<file path="config.mk">
export PLATFORM = sky130hd
export DESIGN_NAME = first_fit_block_allocator
export DESIGN_NICKNAME = d
export VERILOG_FILES = /design/src/rtl/ffba_pkg.sv /design/src/rtl/ffba_alu.sv /design/src/rtl/ffba_table.sv /design/src/rtl/first_fit_block_allocator.sv
export SDC_FILE = /design/constraint.sdc
export NUM_CORES = 2
export LEC_CHECK = 0
export BUFFER_PORTS_ARGS = -buffer_cell sky130_fd_sc_hd__buf_2
export CORE_MARGIN = 3
export CORE_UTILIZATION = 49
export DETAILED_ROUTE_END_ITERATION = 8
export HOLD_SLACK_MARGIN = 0.15
export SYNTH_ARGS = -nofsm -noshare
export SYNTH_HDL_FRONTEND = slang
export SYNTH_SLANG_ARGS = --single-unit
</file>
<file path="constraint.sdc">
create_clock -name clk -period 8.6 [get_ports clk]
set_clock_uncertainty 0.2 [all_clocks]
set_input_delay 2.15 -clock clk [delete_from_list [all_inputs] [get_ports clk]]
set_output_delay 2.15 -clock clk [all_outputs]
set_load 0.005 [all_outputs]
</file>
<file path="src/rtl/ffba_pkg.sv">
`timescale 1ns / 1ps

package ffba_pkg;

    // Fixed field widths
    localparam int ADDR_W = 32;
    localparam int REQ_W  = 24;
    localparam int HDR_W  = 7;
    localparam int CFG_W  = 32;
    localparam int STAT_W = 3;

    // The shared adder carries two guard bits so that carries and borrows stay visible
    localparam int ALU_W  = ADDR_W + 2;

    // Defaults for the top-level parameters
    localparam int DEF_MAX_BLOCKS = 64;
    localparam int DEF_SIZE_BITS  = 24;

    // Configuration register indexes
    localparam logic [1:0] CFG_HEAP_BASE    = 2'd0;
    localparam logic [1:0] CFG_HEAP_LIMIT   = 2'd1;
    localparam logic [1:0] CFG_HEADER_BYTES = 2'd2;

    // Configuration reset values
    localparam logic [ADDR_W-1:0] RST_HEAP_BASE    = 32'd65536;
    localparam logic [ADDR_W-1:0] RST_HEAP_LIMIT   = 32'hFFFF_FFFF;
    localparam logic [HDR_W-1:0]  RST_HEADER_BYTES = 7'd24;

    // Request kinds
    localparam logic FUNC_ALLOC = 1'b0;
    localparam logic FUNC_FREE  = 1'b1;

    // Result status codes
    localparam logic [STAT_W-1:0] ST_REUSED  = 3'd0;
    localparam logic [STAT_W-1:0] ST_NEW     = 3'd1;
    localparam logic [STAT_W-1:0] ST_ZERO    = 3'd2;
    localparam logic [STAT_W-1:0] ST_OOM     = 3'd3;
    localparam logic [STAT_W-1:0] ST_TAIL    = 3'd4;
    localparam logic [STAT_W-1:0] ST_MARKED  = 3'd5;
    localparam logic [STAT_W-1:0] ST_BADFREE = 3'd6;

    // Operation handed to the shared adder
    typedef struct packed {
        logic [ALU_W-1:0] a;
        logic [ALU_W-1:0] b;
        logic             sub;
    } alu_req_t;

endpackage

</file>
<file path="src/rtl/ffba_alu.sv">
`timescale 1ns / 1ps

module ffba_alu
    import ffba_pkg::*;
(
    input  alu_req_t         req,
    output logic [ALU_W-1:0] res
);

    // Add, or subtract by adding the inverted operand plus one
    always_comb
    begin
        res = req.a + (req.sub ? ~req.b : req.b) + ALU_W'(req.sub);
    end

endmodule

</file>
<file path="src/rtl/ffba_table.sv">
`timescale 1ns / 1ps

module ffba_table #(
    parameter int DEPTH = 64,
    parameter int ENT_W = 57
) (
    input  logic                     clk,
    input  logic                     we,
    input  logic [$clog2(DEPTH)-1:0] waddr,
    input  logic [ENT_W-1:0]         wdata,
    input  logic [$clog2(DEPTH)-1:0] raddr,
    output logic [ENT_W-1:0]         rdata
);

    logic [ENT_W-1:0] mem [DEPTH];

    // Write one entry, read one entry with registered data
    always_ff @(posedge clk)
    begin
        if (we)
        begin
            mem[waddr] <= wdata;
        end
        rdata <= mem[raddr];
    end

endmodule

</file>
<file path="src/rtl/first_fit_block_allocator.sv">
`timescale 1ns / 1ps
// Flow: a zero-size, oversized or null-free request goes from acceptance straight to hand-over (S_DONE).
// A table search reads each entry visited (S_RD), then checks it in the shared adder (S_CHK);
// an allocation with no fit then takes the append path (S_ADD1, S_ADD2, S_CMPL) to hand-over.
// Throughput: one request at a time; a new transaction is taken only when the sequencer is idle.
// Reset: block count clears, break returns to heap_base, registers to their defaults; the table
// itself is not cleared, as only entries below the block count are ever read.

module first_fit_block_allocator
    import ffba_pkg::*;
#(
    parameter int MAX_BLOCKS = DEF_MAX_BLOCKS,
    parameter int SIZE_BITS  = DEF_SIZE_BITS
) (
    input  logic                clk,
    input  logic                rst_n,

    input  logic                cfg_write,
    input  logic [1:0]          cfg_index,
    input  logic [CFG_W-1:0]    cfg_data,

    input  logic                in_valid,
    output logic                in_stall,
    input  logic                func,
    input  logic [REQ_W-1:0]    request_size,
    input  logic [ADDR_W-1:0]   data_address,

    output logic                out_valid,
    input  logic                out_stall,
    output logic [ADDR_W-1:0]   result_address,
    output logic [STAT_W-1:0]   status
);

    localparam int IDX_W = $clog2(MAX_BLOCKS);
    localparam int CNT_W = $clog2(MAX_BLOCKS + 1);
    localparam int ENT_W = ADDR_W + SIZE_BITS + 1;

    typedef enum logic [3:0] {
        S_IDLE,
        S_TGT,
        S_RD,
        S_CHK,
        S_RADD,
        S_ADD1,
        S_ADD2,
        S_CMPL,
        S_DONE
    } state_t;

    state_t              state_reg, state_next;
    logic [ADDR_W-1:0]   base_reg, base_next;
    logic [ADDR_W-1:0]   limit_reg, limit_next;
    logic [HDR_W-1:0]    hdr_reg, hdr_next;
    logic [CNT_W-1:0]    count_reg, count_next;
    logic [ADDR_W-1:0]   break_reg, break_next;
    logic [CNT_W-1:0]    idx_reg, idx_next;
    logic                func_reg, func_next;
    logic [REQ_W-1:0]    req_reg, req_next;
    logic [ADDR_W-1:0]   addr_reg, addr_next;
    logic [ADDR_W-1:0]   target_reg, target_next;
    logic [ADDR_W-1:0]   hit_start_reg, hit_start_next;
    logic [ALU_W-1:0]    tmp_reg, tmp_next;
    logic [ALU_W-1:0]    end_reg, end_next;
    logic [ADDR_W-1:0]   res_addr_reg, res_addr_next;
    logic [STAT_W-1:0]   res_stat_reg, res_stat_next;
    logic                out_valid_reg, out_valid_next;
    logic [ADDR_W-1:0]   out_addr_reg, out_addr_next;
    logic [STAT_W-1:0]   out_stat_reg, out_stat_next;

    alu_req_t            alu_req;
    logic [ALU_W-1:0]    alu_res;

    logic                tbl_we;
    logic [IDX_W-1:0]    tbl_waddr;
    logic [ENT_W-1:0]    tbl_wdata;
    logic [ENT_W-1:0]    tbl_rdata;

    logic [ADDR_W-1:0]   rd_start;
    logic [SIZE_BITS-1:0] rd_size;
    logic                rd_free;
    logic                last_entry;
    logic                in_take;
    logic                oversize;

    ffba_alu u_alu (
        .req (alu_req),
        .res (alu_res)
    );

    ffba_table #(
        .DEPTH (MAX_BLOCKS),
        .ENT_W (ENT_W)
    ) u_table (
        .clk   (clk),
        .we    (tbl_we),
        .waddr (tbl_waddr),
        .wdata (tbl_wdata),
        .raddr (idx_reg[IDX_W-1:0]),
        .rdata (tbl_rdata)
    );

    // Split the entry read back from the table
    assign rd_start   = tbl_rdata[ENT_W-1 -: ADDR_W];
    assign rd_size    = tbl_rdata[SIZE_BITS:1];
    assign rd_free    = tbl_rdata[0];
    assign last_entry = (CNT_W'(idx_reg + 1'b1) == count_reg);

    assign in_stall   = (state_reg != S_IDLE);
    assign in_take    = in_valid && !in_stall;
    assign oversize   = ((ALU_W'(request_size) >> SIZE_BITS) != '0);

    assign out_valid      = out_valid_reg;
    assign result_address = out_addr_reg;
    assign status         = out_stat_reg;

    // Select the operands of the shared adder for each step
    always_comb
    begin
        alu_req = '0;
        case (state_reg)
            S_TGT:
            begin
                alu_req.a   = ALU_W'(addr_reg);
                alu_req.b   = ALU_W'(hdr_reg);
                alu_req.sub = 1'b1;
            end
            S_CHK:
            begin
                alu_req.a   = ALU_W'(rd_size);
                alu_req.b   = ALU_W'(req_reg);
                alu_req.sub = 1'b1;
            end
            S_RADD:
            begin
                alu_req.a = ALU_W'(hit_start_reg);
                alu_req.b = ALU_W'(hdr_reg);
            end
            S_ADD1:
            begin
                alu_req.a = ALU_W'(break_reg);
                alu_req.b = ALU_W'(hdr_reg);
            end
            S_ADD2:
            begin
                alu_req.a = tmp_reg;
                alu_req.b = ALU_W'(req_reg);
            end
            S_CMPL:
            begin
                alu_req.a   = ALU_W'(limit_reg);
                alu_req.b   = ALU_W'(end_reg[ADDR_W-1:0]);
                alu_req.sub = 1'b1;
            end
            default:
            begin
                alu_req = '0;
            end
        endcase
    end

    // Sequencer and register next values
    always_comb
    begin
        state_next     = state_reg;
        base_next      = base_reg;
        limit_next     = limit_reg;
        hdr_next       = hdr_reg;
        count_next     = count_reg;
        break_next     = break_reg;
        idx_next       = idx_reg;
        func_next      = func_reg;
        req_next       = req_reg;
        addr_next      = addr_reg;
        target_next    = target_reg;
        hit_start_next = hit_start_reg;
        tmp_next       = tmp_reg;
        end_next       = end_reg;
        res_addr_next  = res_addr_reg;
        res_stat_next  = res_stat_reg;
        out_valid_next = out_valid_reg;
        out_addr_next  = out_addr_reg;
        out_stat_next  = out_stat_reg;
        tbl_we         = 1'b0;
        tbl_waddr      = idx_reg[IDX_W-1:0];
        tbl_wdata      = {rd_start, rd_size, rd_free};

        // Drop the result once the far side has taken it
        if (out_valid_reg && !out_stall)
        begin
            out_valid_next = 1'b0;
        end

        // Configuration writes
        if (cfg_write)
        begin
            case (cfg_index)
                CFG_HEAP_BASE:
                begin
                    base_next = cfg_data;
                    if (count_reg == '0)
                    begin
                        break_next = cfg_data;
                    end
                end
                CFG_HEAP_LIMIT:
                begin
                    limit_next = cfg_data;
                end
                CFG_HEADER_BYTES:
                begin
                    hdr_next = cfg_data[HDR_W-1:0];
                end
                default:
                begin
                    hdr_next = hdr_reg;
                end
            endcase
        end

        case (state_reg)
            S_IDLE:
            begin
                if (in_take)
                begin
                    func_next     = func;
                    req_next      = request_size;
                    addr_next     = data_address;
                    idx_next      = '0;
                    res_addr_next = '0;
                    if (func == FUNC_ALLOC)
                    begin
                        if (request_size == '0)
                        begin
                            res_stat_next = ST_ZERO;
                            state_next    = S_DONE;
                        end
                        else if (oversize)
                        begin
                            res_stat_next = ST_OOM;
                            state_next    = S_DONE;
                        end
                        else if (count_reg == '0)
                        begin
                            state_next = S_ADD1;
                        end
                        else
                        begin
                            state_next = S_RD;
                        end
                    end
                    else
                    begin
                        if (data_address == '0)
                        begin
                            res_stat_next = ST_BADFREE;
                            state_next    = S_DONE;
                        end
                        else
                        begin
                            state_next = S_TGT;
                        end
                    end
                end
            end

            // Work out the header address that the freed data address implies
            S_TGT:
            begin
                target_next = alu_res[ADDR_W-1:0];
                if (count_reg == '0)
                begin
                    res_stat_next = ST_BADFREE;
                    state_next    = S_DONE;
                end
                else
                begin
                    state_next = S_RD;
                end
            end

            S_RD:
            begin
                state_next = S_CHK;
            end

            // Test one table entry
            S_CHK:
            begin
                if (func_reg == FUNC_ALLOC)
                begin
                    if (rd_free && !alu_res[ALU_W-1])
                    begin
                        tbl_we         = 1'b1;
                        tbl_wdata      = {rd_start, rd_size, 1'b0};
                        hit_start_next = rd_start;
                        state_next     = S_RADD;
                    end
                    else if (last_entry)
                    begin
                        state_next = S_ADD1;
                    end
                    else
                    begin
                        idx_next   = CNT_W'(idx_reg + 1'b1);
                        state_next = S_RD;
                    end
                end
                else
                begin
                    if (rd_start == target_reg)
                    begin
                        if (last_entry)
                        begin
                            break_next    = rd_start;
                            count_next    = CNT_W'(count_reg - 1'b1);
                            res_stat_next = ST_TAIL;
                        end
                        else
                        begin
                            tbl_we        = 1'b1;
                            tbl_wdata     = {rd_start, rd_size, 1'b1};
                            res_stat_next = ST_MARKED;
                        end
                        state_next = S_DONE;
                    end
                    else if (last_entry)
                    begin
                        res_stat_next = ST_BADFREE;
                        state_next    = S_DONE;
                    end
                    else
                    begin
                        idx_next   = CNT_W'(idx_reg + 1'b1);
                        state_next = S_RD;
                    end
                end
            end

            // Data address of the reused block
            S_RADD:
            begin
                res_addr_next = alu_res[ADDR_W-1:0];
                res_stat_next = ST_REUSED;
                state_next    = S_DONE;
            end

            // Append path: break plus header with a full-table test, then plus request, then limit test
            S_ADD1:
            begin
                tmp_next = alu_res;
                if (count_reg == CNT_W'(MAX_BLOCKS))
                begin
                    res_stat_next = ST_OOM;
                    state_next    = S_DONE;
                end
                else
                begin
                    state_next = S_ADD2;
                end
            end

            S_ADD2:
            begin
                end_next   = alu_res;
                state_next = S_CMPL;
            end

            S_CMPL:
            begin
                if ((end_reg[ALU_W-1:ADDR_W] != '0) || alu_res[ALU_W-1])
                begin
                    res_stat_next = ST_OOM;
                end
                else
                begin
                    tbl_we        = 1'b1;
                    tbl_waddr     = count_reg[IDX_W-1:0];
                    tbl_wdata     = {break_reg, SIZE_BITS'(req_reg), 1'b0};
                    res_addr_next = tmp_reg[ADDR_W-1:0];
                    res_stat_next = ST_NEW;
                    break_next    = end_reg[ADDR_W-1:0];
                    count_next    = CNT_W'(count_reg + 1'b1);
                end
                state_next = S_DONE;
            end

            // Hand the result over once the output register is free
            S_DONE:
            begin
                if (!out_valid_reg || !out_stall)
                begin
                    out_valid_next = 1'b1;
                    out_addr_next  = res_addr_reg;
                    out_stat_next  = res_stat_reg;
                    state_next     = S_IDLE;
                end
            end

            default:
            begin
                state_next = S_IDLE;
            end
        endcase
    end

    // Hold state and registered outputs
    always_ff @(posedge clk or negedge rst_n)
    begin
        if (!rst_n)
        begin
            state_reg     <= S_IDLE;
            base_reg      <= RST_HEAP_BASE;
            limit_reg     <= RST_HEAP_LIMIT;
            hdr_reg       <= RST_HEADER_BYTES;
            count_reg     <= '0;
            break_reg     <= RST_HEAP_BASE;
            idx_reg       <= '0;
            func_reg      <= FUNC_ALLOC;
            req_reg       <= '0;
            addr_reg      <= '0;
            target_reg    <= '0;
            hit_start_reg <= '0;
            tmp_reg       <= '0;
            end_reg       <= '0;
            res_addr_reg  <= '0;
            res_stat_reg  <= ST_ZERO;
            out_valid_reg <= 1'b0;
            out_addr_reg  <= '0;
            out_stat_reg  <= ST_ZERO;
        end
        else
        begin
            state_reg     <= state_next;
            base_reg      <= base_next;
            limit_reg     <= limit_next;
            hdr_reg       <= hdr_next;
            count_reg     <= count_next;
            break_reg     <= break_next;
            idx_reg       <= idx_next;
            func_reg      <= func_next;
            req_reg       <= req_next;
            addr_reg      <= addr_next;
            target_reg    <= target_next;
            hit_start_reg <= hit_start_next;
            tmp_reg       <= tmp_next;
            end_reg       <= end_next;
            res_addr_reg  <= res_addr_next;
            res_stat_reg  <= res_stat_next;
            out_valid_reg <= out_valid_next;
            out_addr_reg  <= out_addr_next;
            out_stat_reg  <= out_stat_next;
        end
    end

`ifndef SYNTHESIS
    // The block count never passes the table depth
    a_count_bound: assert property (@(posedge clk) disable iff (!rst_n)
        count_reg <= CNT_W'(MAX_BLOCKS))
        else $error("block count beyond table depth");

    // A new result appears only from the hand-over step
    a_out_from_done: assert property (@(posedge clk) disable iff (!rst_n)
        $rose(out_valid_reg) |-> $past(state_reg == S_DONE))
        else $error("result raised outside hand-over");

    // The table is written only at or below the current block count
    a_write_in_range: assert property (@(posedge clk) disable iff (!rst_n)
        tbl_we |-> (CNT_W'(tbl_waddr) <= count_reg))
        else $error("table write beyond block count");

    // The block count moves only on a tail pop or an append
    a_count_moves: assert property (@(posedge clk) disable iff (!rst_n)
        !$stable(count_reg) |-> ($past(state_reg == S_CHK) || $past(state_reg == S_CMPL)))
        else $error("block count changed outside table update");
`endif

endmodule

</file>
==> impl_results.md <==
- Dpl hpwl: around 260000 um
- First-pass GRT wire length: around 640000 um
- Die Y: about 580 um
- Worst-case clock buffer depth: 4
- Clock Pin Slew Worst Setup and Hold Paths: ~0.06 ns
- Initial DRT Pass Iterations: 8
- Sequential share of the synthesized area: 0.752
- Hold WS: about 0.28 ns
- Pwr per Cell Area: 238 mW/mm2
- RSZ-0062 raised after global routing: false
- Combinational power share: 0.065
- Largest regs: u_table.mem (3648), u_table.rdata (57)
- Setup TNS Final: 0 ns
- Worst skew pair latency: 0.96 ns
- Initial Utilization: 0.494
- DIE WIDTH: approximately 580 um
- Core outline area: around 0.32 mm2
- DIE AREA: 0.331 mm2
- CP arrival: between 8 and 9 ns
- IO Pins: roughly 130
- Hold Vio Cnt, Final: 0
- Most common cell after layout, fill and taps aside: edfxtp_1
- Slew headroom: 0.0489
- Routed Antenna Nets: 0
- Number of flops mapped to enable cells by yosys: approximately 3600
- Netlist cell types: 86
- Cell internal pwr: about 33 mW
- Cell Area, Placed: 0.167 mm2
- GRT Total Usage: 0.277
- Status: finished clean
- Total CTS buffers: 421
- Multi-input combinational cell area: between 0.03 and 0.04 mm2
- # setup viols final: 0
- Startpoint Class: flip-flop
- Most frequent cells in the layout: edfxtp_1 (3648), mux4_2 (1180), clkbuf_16 (427)
- Setup CP Type: flip-flop to flip-flop
- Share of layout cells above drive strength 1: 0.315
- Crit-path max cell delay: ~1.0 ns
- Post-CTS Resized: 0
- DR DRC count: 0
- Mean routed wirelength per cell: between 30 and 40 um
- Final Cycle Share: 0.919
- CTS H-tree depth: 5
- Worst R2R Start: state_reg[3]
- Max frequency: ~130 MHz
- Post-CTS Setup Inserts: 0
- Layout Nets: ~8000
- Synth Flop Type: edfxtp_1
- Max-Cap Viols: 0
- Hold_sp: res_addr_reg[25]
- Synth async-reset ratio: 0.0861
- Via density: approximately 6.5
- Critical path startpoint: state_reg[3]
- Switch share: 0.232
- Fill cell count: around 24000
- Root Buffer: clkbuf_16
- Placer Congestion: around 0.93
- Clock power frac: 0.413
- Post-route worst setup slack: approximately 0.7 ns
- Antenna violations before repair: 22
- Largest net degree at the start of global routing: approximately 150
- CTS Hold Bufs: 0
- Syn Area/Cell: 21.5 um2
- Drt total wl: ~460000 um
- Max reg flops: between 3000 and 4000
- Critical path data required time: approximately 9 ns
- Synthesized flop and latch total: 4054
- Fin area: 0.181 mm2
- Tmin final: around 8 ns
- Post-Synthesis Cell Area: between 0.15 and 0.2 mm2
- Cells after Synth: ~7400
- Register area: around 0.12 mm2
- TritonCTS sink count: between 4000 and 5000
- Place WS: approximately 0.85 ns
- NetSw: 9.95 mW
- Type of the worst min-delay path: flip-flop to flip-flop
- Static leakage: between 50 and 60 nW
- Layout area overhead: 13.7%
- CTS tree: done
- Vias in the first global route: approximately 80000
- CP Capture Type: flip-flop
- Final Max Tran Viols: 0
- Critical path peak fanout: 30
- Vias post-DR: approximately 80000
- PortBufs: between 100 and 150
- Initial DRC Count: approximately 11000
- # rows: about 210
- Total grt overflow: 0
- Top register by number of flip-flops: u_table.mem
- Peak supply drop: around 0.22 mV
- Net count after synthesis: around 7500
- Reg power frac: 0.522
- YS warnings: 0
- Slowest-stage cell, CP: nor2_4
- Critical-path cell list: nor2b_1, and3_4, inv_1, nand2_1, nand2_1, buf_4, a22oi_1, xnor2_1, ha_1, nand4_1, or2_2, nor4_1, o21ai_2, a311oi_2, nand2_4, mux2i_2, buf_4, nor2_4, buf_12
- Worst Max-Slew Pin Slew: between 1 and 1.5 ns
-- routing by layer --
metal	part of all wire	routed length, um	global-route usage
met1	0.40	185000	0.405
met2	0.47	215000	0.425
met3	0.10	45900	0.0620
met4	0.029	13500	0.0762
met5	0.000024	11	0
-- synth_stat cells, types with 53 or more instances --
cell,count,share of area
edfxtp_1,3648,0.69
mux4_2,1180,0.17
nand2_1,386,0.0091
dfrtp_1,312,0.049
clkbuf_1,284,0.0067
o21ai_0,211,0.0066
mux2_2,180,0.013
nor2_1,162,0.0038
buf_1,105,0.0025
a22oi_1,100,0.0047
a21oi_1,87,0.0027
dfxtp_1,57,0.0072
mux2i_1,53,0.0033
nand3_1,53,0.0017
-- final timing paths --
kind | end | slack (ns) | cells past startpoint
setup / recovery | u_table.mem[58][13] | 0.69 | 19
hold / removal | res_addr_reg[25] | 0.28 | 2
setup reg to reg | u_table.mem[58][13] | 0.69 | 19
hold reg to reg | res_addr_reg[25] | 0.28 | 2
max in group asynchronous | break_reg[9] | 5.59 | 2
min in group asynchronous | result_address[2] | 1.13 | 1
-- layout make-up --
cell class | instances | area share
flip-flops and latches | 4054 | 0.661
multi-input cells | 2892 | 0.213
clock buffers | 556 | 0.0632
well taps | 4305 | 0.0298
repair buffers | 423 | 0.0203
clock inverters | 224 | 0.0112
inverters | 30 | 0.000623
diodes | 8 | 0.000111
-- logic make-up after synthesis --
logic type,Yosys count,synth area share
compound gates,597,0.0247
xor+xnor,89,0.00490
fa+ha+maj,40,0.00324
buf+inv,462,0.0114
flops,4054,0.752
mux,1418,0.184
simple gates,748,0.0206
-- per-stage QoR --
| step | cells | total power, mW | utilization |
|---|---|---|---|
| floorplan | 7408 | 24.2 | - |
| finish | 12500 | 43.0 | 0.561 |
| global placement | 11700 | 25.5 | 0.519 |
| CTS | 12500 | 43.2 | 0.561 |
| global route | 12500 | 44.3 | 0.561 |
| detailed placement | 11700 | 25.5 | 0.519 |
-- worst max-delay path, delay by kind of cell (launching register included) --
family	cells	cell delay (ns)
fa+ha+maj	1	0.53
simple gates	9	3.32
xor+xnor	1	0.16
compound gates	3	1.04
buf+inv	4	1.19
flops	1	0.74
mux	1	0.26
-- power groups by stage --
stage | logic [mW] | clock network (mW) | registers (mW)
2_1_floorplan | 1.89 | 0 | 22.3
3_3_place_gp | 2.74 | 0 | 22.8
3_5_place_dp | 2.77 | 0 | 22.8
4_1_cts | 2.78 | 18.0 | 22.4
5_1_grt | 3.02 | 18.8 | 22.4
6_report | 2.80 | 17.8 | 22.4
(Power assumes the default switching activity.)
